File: src/sv/ttcs_pkg.sv
// -----------------------------------------------------------------------------
// ttcs_pkg
// Shared types and constants of the text terminal engine: command and
// character codes, register indexes, request/response words, queue entry.
// -----------------------------------------------------------------------------
package ttcs_pkg;

   localparam int CSR_INDEX_W = 2;
   localparam int CSR_DATA_W  = 8;
   localparam int QUEUE_DEPTH = 2;

   localparam logic [1:0] CMD_PUT   = 2'd0;
   localparam logic [1:0] CMD_CLEAR = 2'd1;
   localparam logic [1:0] CMD_READ  = 2'd2;

   localparam logic [7:0] CH_BACKSPACE = 8'd8;
   localparam logic [7:0] CH_NEWLINE   = 8'd10;
   localparam logic [7:0] CH_RETURN    = 8'd13;
   localparam logic [7:0] CH_SPACE     = 8'd32;

   localparam logic [CSR_INDEX_W-1:0] CSR_COLUMNS   = 2'd0;
   localparam logic [CSR_INDEX_W-1:0] CSR_ROWS      = 2'd1;
   localparam logic [CSR_INDEX_W-1:0] CSR_ATTRIBUTE = 2'd2;

   localparam logic [6:0] RESET_COLUMNS   = 7'd80;
   localparam logic [4:0] RESET_ROWS      = 5'd25;
   localparam logic [7:0] RESET_ATTRIBUTE = 8'd7;

   typedef struct packed {
      logic [1:0]  cmd;
      logic [7:0]  char_byte;
      logic [10:0] cell_index;
   } req_type;

   typedef struct packed {
      logic [10:0] cursor_position;
      logic [15:0] cell_value;
      logic        did_scroll;
   } rsp_type;

   typedef struct packed {
      logic [6:0] columns_in_use;
      logic [4:0] rows_in_use;
      logic [7:0] text_attribute;
   } cfg_type;

   typedef enum logic [2:0] {
      K_PRINT,
      K_NEWLINE,
      K_RETURN,
      K_BACKSPACE,
      K_CLEAR,
      K_READ,
      K_NOP
   } kind_type;

   typedef struct packed {
      kind_type    kind;
      logic [7:0]  char_byte;
      logic [10:0] cell_index;
   } desc_type;

   typedef enum logic [1:0] {
      S_IDLE,
      S_READ,
      S_COPY,
      S_FILL
   } state_type;

endpackage

File: src/sv/ttcs_queue.sv
// -----------------------------------------------------------------------------
// ttcs_queue
// Short command queue between the front end and the execution engine.
// -----------------------------------------------------------------------------
module ttcs_queue (
   input  logic               clock,
   input  logic               reset,
   input  logic               push,
   input  ttcs_pkg::desc_type push_data,
   input  logic               pop,
   output ttcs_pkg::desc_type head,
   output logic               not_empty,
   output logic               full
);
   import ttcs_pkg::*;

   localparam int PTR_W = (QUEUE_DEPTH > 1) ? $clog2(QUEUE_DEPTH) : 1;
   localparam int CNT_W = $clog2(QUEUE_DEPTH + 1);

   desc_type             entry_ff [QUEUE_DEPTH];
   logic [PTR_W-1:0]     wr_ptr_ff, wr_ptr_in;
   logic [PTR_W-1:0]     rd_ptr_ff, rd_ptr_in;
   logic [CNT_W-1:0]     count_ff, count_in;

   assign head      = entry_ff[rd_ptr_ff];
   assign not_empty = (count_ff != '0);
   assign full      = (count_ff == CNT_W'(QUEUE_DEPTH));

   always_comb begin
      wr_ptr_in = wr_ptr_ff;
      rd_ptr_in = rd_ptr_ff;
      count_in  = count_ff;
      if (push) begin
         wr_ptr_in = (wr_ptr_ff == PTR_W'(QUEUE_DEPTH - 1)) ? '0 : wr_ptr_ff + PTR_W'(1);
      end
      if (pop) begin
         rd_ptr_in = (rd_ptr_ff == PTR_W'(QUEUE_DEPTH - 1)) ? '0 : rd_ptr_ff + PTR_W'(1);
      end
      if (push && !pop) begin
         count_in = count_ff + CNT_W'(1);
      end else if (pop && !push) begin
         count_in = count_ff - CNT_W'(1);
      end
   end

   always_ff @(posedge clock) begin
      if (reset) begin
         wr_ptr_ff <= '0;
         rd_ptr_ff <= '0;
         count_ff  <= '0;
      end else begin
         wr_ptr_ff <= wr_ptr_in;
         rd_ptr_ff <= rd_ptr_in;
         count_ff  <= count_in;
      end
   end

   always_ff @(posedge clock) begin
      if (push) begin
         entry_ff[wr_ptr_ff] <= push_data;
      end
   end

   a_no_overflow: assert property (@(posedge clock) disable iff (reset)
      push |-> (count_ff < CNT_W'(QUEUE_DEPTH) || pop))
      else $error("queue overflow");

   a_no_underflow: assert property (@(posedge clock) disable iff (reset)
      pop |-> count_ff != '0)
      else $error("queue underflow");

   a_count_up: assert property (@(posedge clock) disable iff (reset)
      (push && !pop) |=> count_ff == $past(count_ff) + CNT_W'(1))
      else $error("queue count lost a word");

endmodule

File: config.mk
export PLATFORM = sky130hd
export DESIGN_NAME = ttcs_queue
export DESIGN_NICKNAME = d
export VERILOG_FILES = /design/src/sv/ttcs_pkg.sv /design/src/sv/ttcs_queue.sv
export SDC_FILE = /design/constraint.sdc
export NUM_CORES = 1
export LEC_CHECK = 0
export ABC_AREA = 1
export ABC_CLOCK_PERIOD_IN_PS = 2550
export BUFFER_PORTS_ARGS = -buffer_cell sky130_fd_sc_hd__buf_4
export CAP_MARGIN = 20
export CELL_PAD_IN_SITES_DETAIL_PLACEMENT = 0
export CELL_PAD_IN_SITES_GLOBAL_PLACEMENT = 2
export CORE_AREA = 2 2 73 75
export CTS_CLUSTER_DIAMETER = 120
export DETAILED_ROUTE_END_ITERATION = 10
export DIE_AREA = 0 0 75 77
export GPL_ROUTABILITY_DRIVEN = 1
export PLACE_DENSITY_LB_ADDON = 0.1
export SLEW_MARGIN = 20
export SYNTH_ARGS = -nofsm -noshare
export SYNTH_HDL_FRONTEND = slang
export SYNTH_SLANG_ARGS = --single-unit
File: constraint.sdc
create_clock -name clock -period 2.55 [get_ports clock]
set_input_delay 0.51 -clock clock [delete_from_list [all_inputs] [get_ports clock]]
set_output_delay 0.51 -clock clock [all_outputs]
set_load 0.02 [all_outputs]
==> After elaboration in Yosys (flattened, before gate mapping) <==
Memory sizes are Yosys's and may differ from the RTL's. A register that Yosys moved wholly into a read port is not among the register bits.
Index checks and enable logic that the tools add are counted.
W data, S select, Z words.
{ "totals": {"reg_bits": 4, "ramBits": 44, "in_bits": 26, "out_inout_bits": 24, "elab_cells": 23, "mem_count": 1} }
{ "mem_list": {"columns": ["name", "words", "width", "rd", "rd_ports_with_merged_regs", "write_ports", "line_no", "text"], "rows": [
  ["entry_ff", 2, 22, 1, 1, 1, "ttcs_queue.sv:20", "desc_type entry_ff [QUEUE_DEPTH];"]
]} }
{ "classes": {"n_addsub": 4, "n_eq_ne": 1, "mux": 8, "reduce_logical": 6} }
{ "op_table": {"columns": ["operator", "n"], "rows": [
  ["$mux W1", 6],
  ["$mux W2", 2],
  ["$reduce_bool A2 Y1", 2],
  ["$add A1 B1 Y1 const B", 2],
  ["$add A2 B1 Y2 const B", 1],
  ["$eq A2 B2 Y1 const B", 1],
  ["$logic_and A1 B1 Y1", 2],
  ["$logic_not A1 Y1", 2],
  ["$sub A2 B1 Y2 const B", 1]
]} }

==> Longest topological paths before layout <==
{ "logic_depth": {"ltp_word": 4, "ltp_mapped": 8} }

==> Least setup slack after synthesis <==
OpenSTA, ideal clock, no wires.
{ "synth_timing": {"kind": "input to register", "from": "in push", "to": "mem entry_ff[0][0] in the netlist's numbering (enable)", "setup_ps": 401, "arrival_time_ps": 1482, "t_required_ps": 2149, "setup_slack_ps": 667, "cell_stages": 2, "cell_sequence": "inv_1 nor2_1"} }
{ "synth_between": {"elab_chain_len": 2} }
{ "synth_lines": {"columns": ["element", "line_no", "text"], "rows": [
  ["from (decl)", "ttcs_queue.sv:8", "input logic push,"],
  ["$mux W1", "ttcs_queue.sv:59", "if (push) begin"],
  ["$mux W1 (implied by the code)", "ttcs_queue.sv:60", "entry_ff[wr_ptr_ff] <= push_data;"],
  ["to (decl)", "ttcs_queue.sv:20", null]
]} }
Every way passes these cells.

==> impl_results.md <==
- Status: completed
- FILL cells: roughly 460
- Largest net degree at the start of global routing: 15
- Multi-input gate area: 343 um^2
- Fin. max-slew vios: 0
- Pre-CTS setup slack: 0.837 ns
- Tot GR Track Use: 0.111
- Final period util: 0.733
- Kind of critical path: register to output pin
- Non-filler cells, final: 230
- Min Tclk post-route: 1.87 ns
- Htree depth: 2
- GRT Max-Usage Layer: met2
- Biggest area consumer among synthesized cells: edfxtp_1
- Yosys reg bits: 49
- Remaining Overflow, GRT: 0
- Worst Path Buf+Inv: 2
- Crit path DAT: 1.36 ns
- Setup TNS: 0 ns
- Mapped Nets: 128
- Via count: 1000
- Slowest CP cell: mux2_2
- Clock-pin slew on the worst setup and hold paths: roughly 0.080 ns
- Startpoint Class: register
- CP Max Fanout: 13
- Ports: 50
- RSZ-0062 raised after global routing: no
- Reg-to-Reg End: entry_ff[0][6]$_DFFE_PP_
- Layout Skew: 0.00382 ns
- Crit-path cells: buf_4 > mux2_2 > buf_4
- Core Area: about 5000 um^2
- Routed WL: slightly above 3000 um
- RR Startpoint: wr_ptr_ff$_SDFFE_PP0P_
- Clk buf depth: 2
- Total Power Consumption: 1.61 mW
- Pre-antenna DRT Iters: 4
- Worst-Skew Late Latency: 0.29 ns
- Avg Cell Area, Syn: approximately 18 um^2
- # Post-CTS Setup Buffers: 0
- Initial DRC count: 45
- Die X: roughly 75 um
- PnR worst setup slack: 0.680 ns
- Grt met2 use: 0.184
- Sequential cell area: ~1400 um^2
- Max IR drop VDD: 273 uV
- Die Y-Extent: 77 um
- M1 GR Usage: 0.120
- Leakage power: 0.926 nW
- Remaining antenna violation count: 0
- Synthesized area: ~1800 um^2
- Share of the synthesized area in the top cell type: 0.727
- Hold Violations, Final: 0
- TritonCTS Buffers: 5
- Placed Cells: 222
- Vias per cell: 4.35
- CTS tree: done
- Initial antenna violation count: 0
- Post-synthesis sequential area ratio: 0.782
- FF-to-FF setup slack: 1.16 ns
- Area grow syn2layout: 30.1%
- Clock sinks: 49
- CP Capture Type: output pin
- Floorplan row count: 26
- # DRC: 0
- Synth area leaders: edfxtp_1 73%, mux2_2 14%, dfxtp_1 5.5%, inv_1 1.9%, buf_6 1.2%
- DR WL/cell: between 10 and 15 um
- Ys Warns: 0
- Pwr dens: about 700 nW/um^2
- Post-Synthesis Cells: 101
- Starting Density: 0.365
- CTS resizes: 0
- WP data required: slightly above 2 ns
- Min-Delay Path Class: input port to register
- Global-route wire length before repair: about 4700 um
- Top delay family on crit path: buffers and inverters
- Post-DP HPWL: 2200 um
- CP Capture Point: head[2]
- Maxcap violations: 0
- Endpoints failing setup: 0
- Most used cell, CP: buf_4
- Worst-Margin Slew: 0.511 ns
- CP Depth: 3
- ANT cells: 0
- GP Congestion: 0.652
- Distinct cell type count after synthesis: 14
- Port bufs: 49
- Vias in the first global route: approximately 1000
- Relative slew margins: 0.659
- CP max stage delay: 0.37 ns
- Met3 Use GR: 0.0486
- R2r worst-path depth: 2
- Hold Buf Count CTS: 0
- CTS Root Cell: clkbuf_8
- Nets@finish: 186
- Hold_ws: 0.400 ns
- Maximum clock frequency: roughly 530 MHz
- Layout cell share with drive strength beyond 1: 0.513
- Die area: roughly 5800 um^2
-- cells by family (layout without fill, tap and decap cells) --
group	count (synthesis)	after routing	share of synthesized area
adders and majority gates	1	1	0.00688
AOI/OAI and AO/OA	2	2	0.00550
xor gates and xnor gates	1	1	0.00482
buffers and inverters	11	70	0.0310
DFF	49	49	0.782
and+or+nand+nor	15	15	0.0337
muxes	22	22	0.136
-- layer usage --
layer  wire (um)  vias to the layer above
met2        1550                       32
met1        1220                      479
li1            -                      482
met3         219                        7
met4          48                        0
met5           0                        -
-- report_power, final --
| group | internal [mW] | switching (mW) |
|---|---|---|
| Combinational | 0.126 | 0.134 |
| Clock | 0.192 | 0.225 |
| Sequential | 0.924 | 0.0119 |
-- Yosys cell counts --
master and instances:
a21oi_1 1, nand4_1 1, xnor2_1 1, nor3_1 1, o21ai_0 1, ha_1 1
nor2_1 6, dfxtp_1 5, nand3_1 1, nand2_1 6, edfxtp_1 44, inv_1 9
mux2_2 22, buf_6 2
-- sequential cells by signal, indices dropped and copies added (netlist names), named ones only --
signal	flops
count_ff	2
entry_ff	44
rd_ptr_ff	1
wr_ptr_ff	1
-- layout by cell type (no fill, tap or decap), drive strengths merged --
| cell | n |
|---|---|
| buf | 53 |
| edfxtp | 44 |
| mux2 | 22 |
| inv | 9 |
| clkbuf | 7 |
| nand2 | 6 |
| nor2 | 6 |
| dfxtp | 5 |
| o21ai | 1 |
| a21oi | 1 |
| xnor2 | 1 |
| nor3 | 1 |
| nand3 | 1 |
| nand4 | 1 |
| ha | 1 |
| clkinv | 1 |
-- worst min path at each step --
stage                           startpoint                        end  slack [ns]  cells after the start
global placement    rd_ptr_ff$_SDFFE_PP0P_     rd_ptr_ff$_SDFFE_PP0P_        0.50                      2
floorplan           rd_ptr_ff$_SDFFE_PP0P_                   register        0.48                      2
CTS                          push_data[12]  entry_ff[1][12]$_DFFE_PP_        0.39                      1
detailed placement  rd_ptr_ff$_SDFFE_PP0P_     rd_ptr_ff$_SDFFE_PP0P_        0.50                      2
global route                 push_data[21]  entry_ff[1][21]$_DFFE_PP_        0.37                      1
finish                       push_data[21]  entry_ff[0][21]$_DFFE_PP_        0.40                      1
-- final cells by class --
class / count / share of cell area
multi-input combinational: 41 / 0.145
clock inverter: 1 / 0.00212
tap: 70 / 0.0370
timing repair buffer: 53 / 0.168
clock buffer: 7 / 0.0323
sequential: 49 / 0.601
inverter: 9 / 0.0143
-- per-stage QoR --
| step | cell area, um^2 | util |
|---|---|---|
| 4_1_cts | 2360 | 0.475 |
| 2_1_floorplan | 1820 | - |
| 3_3_place_gp | 2280 | 0.459 |
| 5_1_grt | 2360 | 0.475 |
| 3_5_place_dp | 2280 | 0.459 |
| 6_report | 2360 | 0.475 |
(Power assumes the default switching activity.)
