`src/sv/ttcs_pkg.sv`:
```
// -----------------------------------------------------------------------------
// ttcs_pkg
// Shared types and constants of the text terminal engine: command and
// character codes, register indexes, request/response words, queue entry.
// -----------------------------------------------------------------------------
package ttcs_pkg;

   localparam int CSR_INDEX_W = 2;
   localparam int CSR_DATA_W  = 8;
   localparam int QUEUE_DEPTH = 2;

   localparam logic [1:0] CMD_PUT   = 2'd0;
   localparam logic [1:0] CMD_CLEAR = 2'd1;
   localparam logic [1:0] CMD_READ  = 2'd2;

   localparam logic [7:0] CH_BACKSPACE = 8'd8;
   localparam logic [7:0] CH_NEWLINE   = 8'd10;
   localparam logic [7:0] CH_RETURN    = 8'd13;
   localparam logic [7:0] CH_SPACE     = 8'd32;

   localparam logic [CSR_INDEX_W-1:0] CSR_COLUMNS   = 2'd0;
   localparam logic [CSR_INDEX_W-1:0] CSR_ROWS      = 2'd1;
   localparam logic [CSR_INDEX_W-1:0] CSR_ATTRIBUTE = 2'd2;

   localparam logic [6:0] RESET_COLUMNS   = 7'd80;
   localparam logic [4:0] RESET_ROWS      = 5'd25;
   localparam logic [7:0] RESET_ATTRIBUTE = 8'd7;

   typedef struct packed {
      logic [1:0]  cmd;
      logic [7:0]  char_byte;
      logic [10:0] cell_index;
   } req_type;

   typedef struct packed {
      logic [10:0] cursor_position;
      logic [15:0] cell_value;
      logic        did_scroll;
   } rsp_type;

   typedef struct packed {
      logic [6:0] columns_in_use;
      logic [4:0] rows_in_use;
      logic [7:0] text_attribute;
   } cfg_type;

   typedef enum logic [2:0] {
      K_PRINT,
      K_NEWLINE,
      K_RETURN,
      K_BACKSPACE,
      K_CLEAR,
      K_READ,
      K_NOP
   } kind_type;

   typedef struct packed {
      kind_type    kind;
      logic [7:0]  char_byte;
      logic [10:0] cell_index;
   } desc_type;

   typedef enum logic [1:0] {
      S_IDLE,
      S_READ,
      S_COPY,
      S_FILL
   } state_type;

endpackage

```
`src/sv/ttcs_front.sv`:
```
// -----------------------------------------------------------------------------
// ttcs_front
// Command front end: accepts a request word and decodes it into a queue entry.
// -----------------------------------------------------------------------------
module ttcs_front (
   input  ttcs_pkg::req_type  req_data,
   input  logic               start,
   input  logic               queue_full,
   input  logic               sweeping,
   output logic               busy,
   output logic               push,
   output ttcs_pkg::desc_type desc
);
   import ttcs_pkg::*;

   assign busy = queue_full | sweeping;
   assign push = start & ~busy;

   always_comb begin
      desc.char_byte  = req_data.char_byte;
      desc.cell_index = req_data.cell_index;
      unique case (req_data.cmd)
         CMD_PUT: begin
            unique case (req_data.char_byte)
               CH_NEWLINE:   desc.kind = K_NEWLINE;
               CH_RETURN:    desc.kind = K_RETURN;
               CH_BACKSPACE: desc.kind = K_BACKSPACE;
               default:      desc.kind = K_PRINT;
            endcase
         end
         CMD_CLEAR: desc.kind = K_CLEAR;
         CMD_READ:  desc.kind = K_READ;
         default:   desc.kind = K_NOP;
      endcase
   end

endmodule

```
`config.mk`:
```
export PLATFORM = sky130hd
export DESIGN_NAME = ttcs_front
export DESIGN_NICKNAME = d
export VERILOG_FILES = /design/src/sv/ttcs_pkg.sv /design/src/sv/ttcs_front.sv
export SDC_FILE = /design/constraint.sdc
export NUM_CORES = 1
export LEC_CHECK = 0
export BUFFER_PORTS_ARGS = -buffer_cell sky130_fd_sc_hd__buf_2
export CAP_MARGIN = 5
export CORE_AREA = 4 4 41 43
export DETAILED_ROUTE_END_ITERATION = 10
export DIE_AREA = 0 0 45 47
export PLACE_DENSITY = 0.66
export SYNTH_ARGS = -nofsm -noshare
export SYNTH_HDL_FRONTEND = slang
export SYNTH_SLANG_ARGS = --single-unit
```
`constraint.sdc`:
```
create_clock -name vclk -period 1.1
set_input_delay 0.11 -clock vclk [all_inputs]
set_output_delay 0.11 -clock vclk [all_outputs]
set_load 0.01 [all_outputs]
```
---- Yosys cells after proc, flatten, opt, wreduce, memory -nomap -nowiden ----
Cells that the tools add are included.
word-level totals
  bits in registers ....................... 0
  latch bits .............................. 0
  RAM bits ................................ 0
  ROM bits ................................ 0
  bits of input ports ..................... 24
  output and inout port bits .............. 24
  logic and storage cells ................. 11
  memories ................................ 0
operators by class
  add/subtract/negate cells ............... 0
  $mul .................................... 0
  div/mod/pow operators ................... 0
  magnitude comparators ................... 0
  equality and inequality tests ........... 5
  shifts and indexed selects .............. 0
  mux-type cells .......................... 2
  bitwise gates (word level) .............. 3
  reductions and logical operators ........ 1
operator list
  kind                                           count
  == test 8 x 4 -> 1 bit, second input constant  3
  case mux 3 bit (3 select lines)                1
  case mux 2 bit (3 select lines)                1
  == test 2 x 1 -> 1 bit, second input constant  1
  == test 2 bit, second input constant           1
  zero test 2 bit                                1
  bitwise AND 1 bit                              1
  inverter 1 bit                                 1
  OR 1 bit                                       1

---- Longest topological paths before layout ----
Gate-level depths: netlist of run 1.
  depth after elaboration ................. 3
  mapped depth ............................ 4
  mapped depth without buffers ............ 4

---- Worst setup path after synthesis of run 1 ----
Ideal clock, no wire load.
  path kind ............................... input to output
  start point ............................. input req_data[19] (netlist bit)
  end point ............................... output desc[20] (netlist bit)
  arrival ................................. 1.150 ns
  data required time ...................... 0.990 ns
  setup slack ............................. -0.160 ns
  stages on the path ...................... 4
  path buffers ............................ 0
  cells stage by stage .................... inv_1 -> ha_1 -> or4b_4 -> o41ai_2
RTL lines
  element             line              RTL
  start: declaration  ttcs_front.sv:6   input ttcs_pkg::req_type req_data,
  end: declaration    ttcs_front.sv:12  output ttcs_pkg::desc_type desc

==> impl_results.md, run 1 <==
* Share of the synthesized area in the top cell type at 54.0%
* WP data arrival at 1.30 ns
* Vias at 233
* Starting Density at 20.3%
* Maximum VDD drop at 0.157 mV
* CTS Hold Bufs at 0
* Crit end category: output port
* Slew @ Worst Pin at 0.242 ns
* Non-filler cells, final at 60
* Worst EP required at 0.99 ns
* Layout Area Growth over Synthesis at 40.8%
* ANT cells at 0
* Die W at 45 um
* Top Ports at 48
* Avg WL per Cell at 11.0 um
* Final hold viol count at 0
* Initial DRC count at 0
* DR pass1 iterations at 1
* Mapped cell area at 264 um2
* Final net count at 73
* Largest net degree at the start of global routing at 4
* First-pass GRT wire length at 869 um
* Fillers at 155
* Yosys warnings at 0
* Rows at 13
* Initial antenna violation count at 0
* Cell taking the most area after synthesis: buf_4
* Via-to-Cell Ratio at 3.88
* # setup viols final at 2
* Worst hold start: req_data[2]
* Detailed-route DRC error count at 0
* Cell Area, Placed at 339 um2
* Placer congestion estimate at 0.702
* Hold Crit Class: input pin to output port
* Distinct cell type count after synthesis at 11
* Die span in y at 47 um
* Grt ovf at 0
* Flip-flop and latch area at 0 um2
* Period utilization at 128%
* Seq/Total Area, Yosys at 0%
* GRT Total Usage at 5.27%
* Final Worst Setup Slack at -0.311 ns
* Routed Antenna Nets at 0
* Critical path class: input pin to output port
* PortBufs at 26
* Final HPWL DP at 624 um
* Synth Area per Inst at 7.54 um2
* Final instance area at 372 um2
* Postcts setup bufs at 0
* Layout cell share with drive strength beyond 1 at 82.2%
* Critical Path Source: req_data[19]
* Status: finished, violations left
* Clkbuf count at 0
* Final sequential cell count at 0
* P_leak at 0.000204 uW
* Crit Path Max Fanout at 2
* Pwr per Cell Area at 360 nW/um2
* Drt total wl at 659 um
* Vias in the first global route at 198
* Area of the core at 1300 um2
* Die area at 2120 um2
* Synthesized netlist cell count at 35
* Final min period at 1.41 ns
* Placed cells at 60
* Rel. slew slack at 83.8%
* RSZ-0062 raised after global routing: yes
* Violated checks: setup timing
* Area contributors post-synth: buf_4, ha_1, o41ai_2
* Maximum operating frequency at 709 MHz
* TNS Setup at -0.617 ns
* Max cap viols at 0
* CP Launch Type: input pin
* Post-synth net total at 61
* Max-slew violation count at 0
[worst max-delay path, cell delays in order]
cell and delay, ns:
buf_8 0.10, inv_6 0.04, ha_4 0.11, or4b_4 0.48
o41ai_4 0.28, buf_2 0.17
[metal layers]
layer  routed length (um)  share of wire (%)  global-route usage, %
met4                    0                  0                      0
met2                  317                 48                   10.5
met5                    0                  0                      0
met1                  173                 26                   6.07
met3                  169                 26                   1.15
[through the flow]
stage | total power, uW | utilization [%] | hold WS (ns) | setup slack (ns)
after floorplan | 118 | - | 0.284 | -0.137
after global placement | 124 | 26.1 | 0.220 | -0.425
after detailed placement | 125 | 26.1 | 0.220 | -0.443
after CTS | 133 | 27.9 | 0.220 | -0.324
after global routing | 146 | 28.6 | 0.220 | -0.372
final | 134 | 28.6 | 0.220 | -0.311
[report_power, final]
| group | total [uW] | switching, uW | internal [uW] |
|---|---|---|---|
| sequential | 0 | 0 | 0 |
| combinational | 134 | 63.0 | 70.6 |
| clock | 0 | 0 | 0 |
| total | 134 | 63.0 | 70.6 |
[cells in the mapped netlist, drive strengths merged]
library cell / number
or2: 2
nor2: 1
ha: 2
or3: 1
xor2: 1
buf: 19
nand2b: 2
inv: 4
o31ai: 1
or4b: 1
o41ai: 1
[cell usage in the layout (no fill, tap or decap), drive strengths merged]
cell type  instances
or4b               1
or2                2
inv                4
xor2               1
buf               29
o31ai              1
ha                 2
nor2               1
or3                1
nand2b             2
o41ai              1
[cell families after synthesis]
family                     count (synthesis)  share of synthesized area (%)
xor gates and xnor gates                   1                           3.32
adders and majority gates                  2                           9.48
and+or+nand+nor                            7                           18.5
AOI/OAI and AO/OA                          2                           9.01
buffers and inverters                     23                           59.7
[cell type report]
cell class | instances | area, um2 | share of cell area [%]
timing repair buffer | 29 | 176 | 47.5
multi-input combinational | 12 | 144 | 38.7
inverter | 4 | 32.5 | 8.75
tap | 15 | 18.8 | 5.05
[path summary, 6_finish.rpt]
path        to  slack (ns)  cells past startpoint
max   desc[20]       -0.31                      6
min    desc[2]        0.22                      0
[timing repair]
item / 4_1_cts / 5_1_grt
resized for setup: 7 / 1
pin swaps: 3 / 0
setup endpoints to repair: 2 / 2
Power figures use the tool's default switching activity.
==> inputs of run 2 (changes only) <==
==> constraint.sdc (replaced) <==
create_clock -name vclk -period 1.1
set_input_delay 0.055 -clock vclk [all_inputs]
set_output_delay 0.055 -clock vclk [all_outputs]
set_load 0.01 [all_outputs]
==> run 2 against run 1 <==
Compared with the run above:
- the flow still finishes with violations (setup timing)
- cell count rose by 1.7%
- first-iteration DRC count did not move
- cell area fell by 5.1%
- worst setup slack improved by 0.10 ns
- clock-buffer cell count did not move
- die area did not move
- sequential share of layout area did not move
==> impl_results.md, run 2 (synthesis gave the netlist of run 1 again) <==
* Status: finished, violations left
* Violated checks: setup timing
* Die W at 45 um (unchanged)
* Final net count at 74 (+1.4%)
* Met3 wire len at 114 um (-33%)
* Power, Total at 129 uW (-3.2%)
* Pwr per Cell Area at 367 nW/um2 (+2.0%)
* Layout Area Growth over Synthesis at 33.6%
* Die span in y at 47 um (unchanged)
* Met1 wire length at 176 um (+1.7%)
* Core Util, Final at 27.1% (-1.4 points)
* Max-slew violation count at 0 (unchanged)
* Maximum operating frequency at 764 MHz (+7.9%)
* DR pass1 iterations at 1 (unchanged)
* Final sequential cell count at 0 (unchanged)
* CTS Hold Bufs at 0 (unchanged)
* PortBufs at 26 (unchanged)
* Met2 Wirelength at 298 um (-6.0%)
* GRT Total Usage at 4.88% (-0.39 points)
* Detailed-route DRC error count at 0 (unchanged)
* Vias in the first global route at 220 (+11%)
* Final Worst Setup Slack at -0.208 ns (+0.103 ns)
* CP Launch Type: input pin
* Final hold viol count at 0 (unchanged)
* Hold Slack at 0.110 ns (-0.110 ns)
* Avg WL per Cell at 9.66 um (-12%)
* Max cap viols at 0 (unchanged)
* Period utilization at 119% (-9.3 points)
* Initial antenna violation count at 0 (unchanged)
* Routed Antenna Nets at 0 (unchanged)
* Worst EP required at 1.04 ns (+0.05 ns)
* P_leak at 0.000203 uW (-0.67%)
* Rel. slew slack at 84.2% (+0.38 points)
* Slew @ Worst Pin at 0.236 ns (-0.00564 ns)
* Hold Crit Class: input pin to output port
* WP data arrival at 1.25 ns (-0.05 ns)
* Pre-CTS WS at -0.286 ns (+0.157 ns)
* Die area at 2120 um2 (unchanged)
* Final min period at 1.31 ns (-0.103 ns)
* Layout cell share with drive strength beyond 1 at 82.6% (+0.39 points)
* Clkbuf count at 0 (unchanged)
* Critical path class: input pin to output port
* Largest net degree at the start of global routing at 4 (unchanged)
* Placer congestion estimate at 0.731 (+4.1%)
* RSZ-0062 raised after global routing: yes
* Top Ports at 48 (unchanged)
* Rows at 13 (unchanged)
* Flip-flop and latch area at 0 um2 (unchanged)
* Initial DRC count at 0 (unchanged)
* Most frequent cells in the layout: buf_2, buf_4, inv_1, nand2b_1, or2_2
* Grt ovf at 0 (unchanged)
* First-pass GRT wire length at 834 um (-4.0%)
* Area of the core at 1300 um2 (unchanged)
* Crit end category: output port
* Crit Path Max Fanout at 2 (unchanged)
* DR top layer: met3
* Most common cell after layout, fill and taps aside: buf_2
* ANT cells at 0 (unchanged)
* Via-to-Cell Ratio at 3.72 (-4.2%)
* Drt total wl at 589 um (-11%)
* Starting Density at 20.3% (unchanged)
* Vias at 227 (-2.6%)
* Maximum VDD drop at 0.154 mV (-1.6%)
* # setup viols final at 2 (unchanged)
run 2: worst paths after layout:
path | from | to | slack, ns | depth (start not counted)
setup / recovery | req_data[19] | desc[20] | -0.21 | 6
hold / removal | req_data[1] | desc[1] | 0.11 | 0
run 2: area by class of cell:
| cell class | count | area [um2] |
|---|---|---|
| Tap cell | 15 | 18.8 |
| Inverter | 4 | 22.5 |
| Multi-Input combinational cell | 12 | 135 |
| Timing Repair Buffer | 30 | 176 |
| Fill cell | 158 | 948 |
run 2: repair_timing:
action | in CTS | in global routing
pin swaps | 1 | 1
buffers inserted | 1 | 0
setup endpoints to repair | 2 | 2
resized for setup | 8 | 2
run 2: power by group:
part	switching, uW	internal, uW
logic	59.2	70.2
registers	0	0
clock network	0	0
total	59.2	70.2
run 2: routing by layer:
| layer | vias up | global-route usage, % |
|---|---|---|
| met5 | - | 0 |
| met4 | 0 | 0 |
| met3 | 0 | 1.53 |
| met2 | 18 | 10.7 |
| met1 | 95 | 4.49 |
| li1 | 114 | - |
run 2: worst max-delay path, cell delays in order:
cell	delay (ns)
buf_8	0.10
inv_6	0.05
ha_4	0.12
or4b_4	0.48
o41ai_4	0.28
buf_2	0.18
run 2: per-stage QoR:
step                area [um2]  TNS (ns)  std cells
finish                     353    -0.339         61
global route               353    -0.431         61
CTS                        347    -0.318         61
detailed placement         309    -0.500         60
global placement           309    -0.433         60
floorplan                  280   -0.0268         35
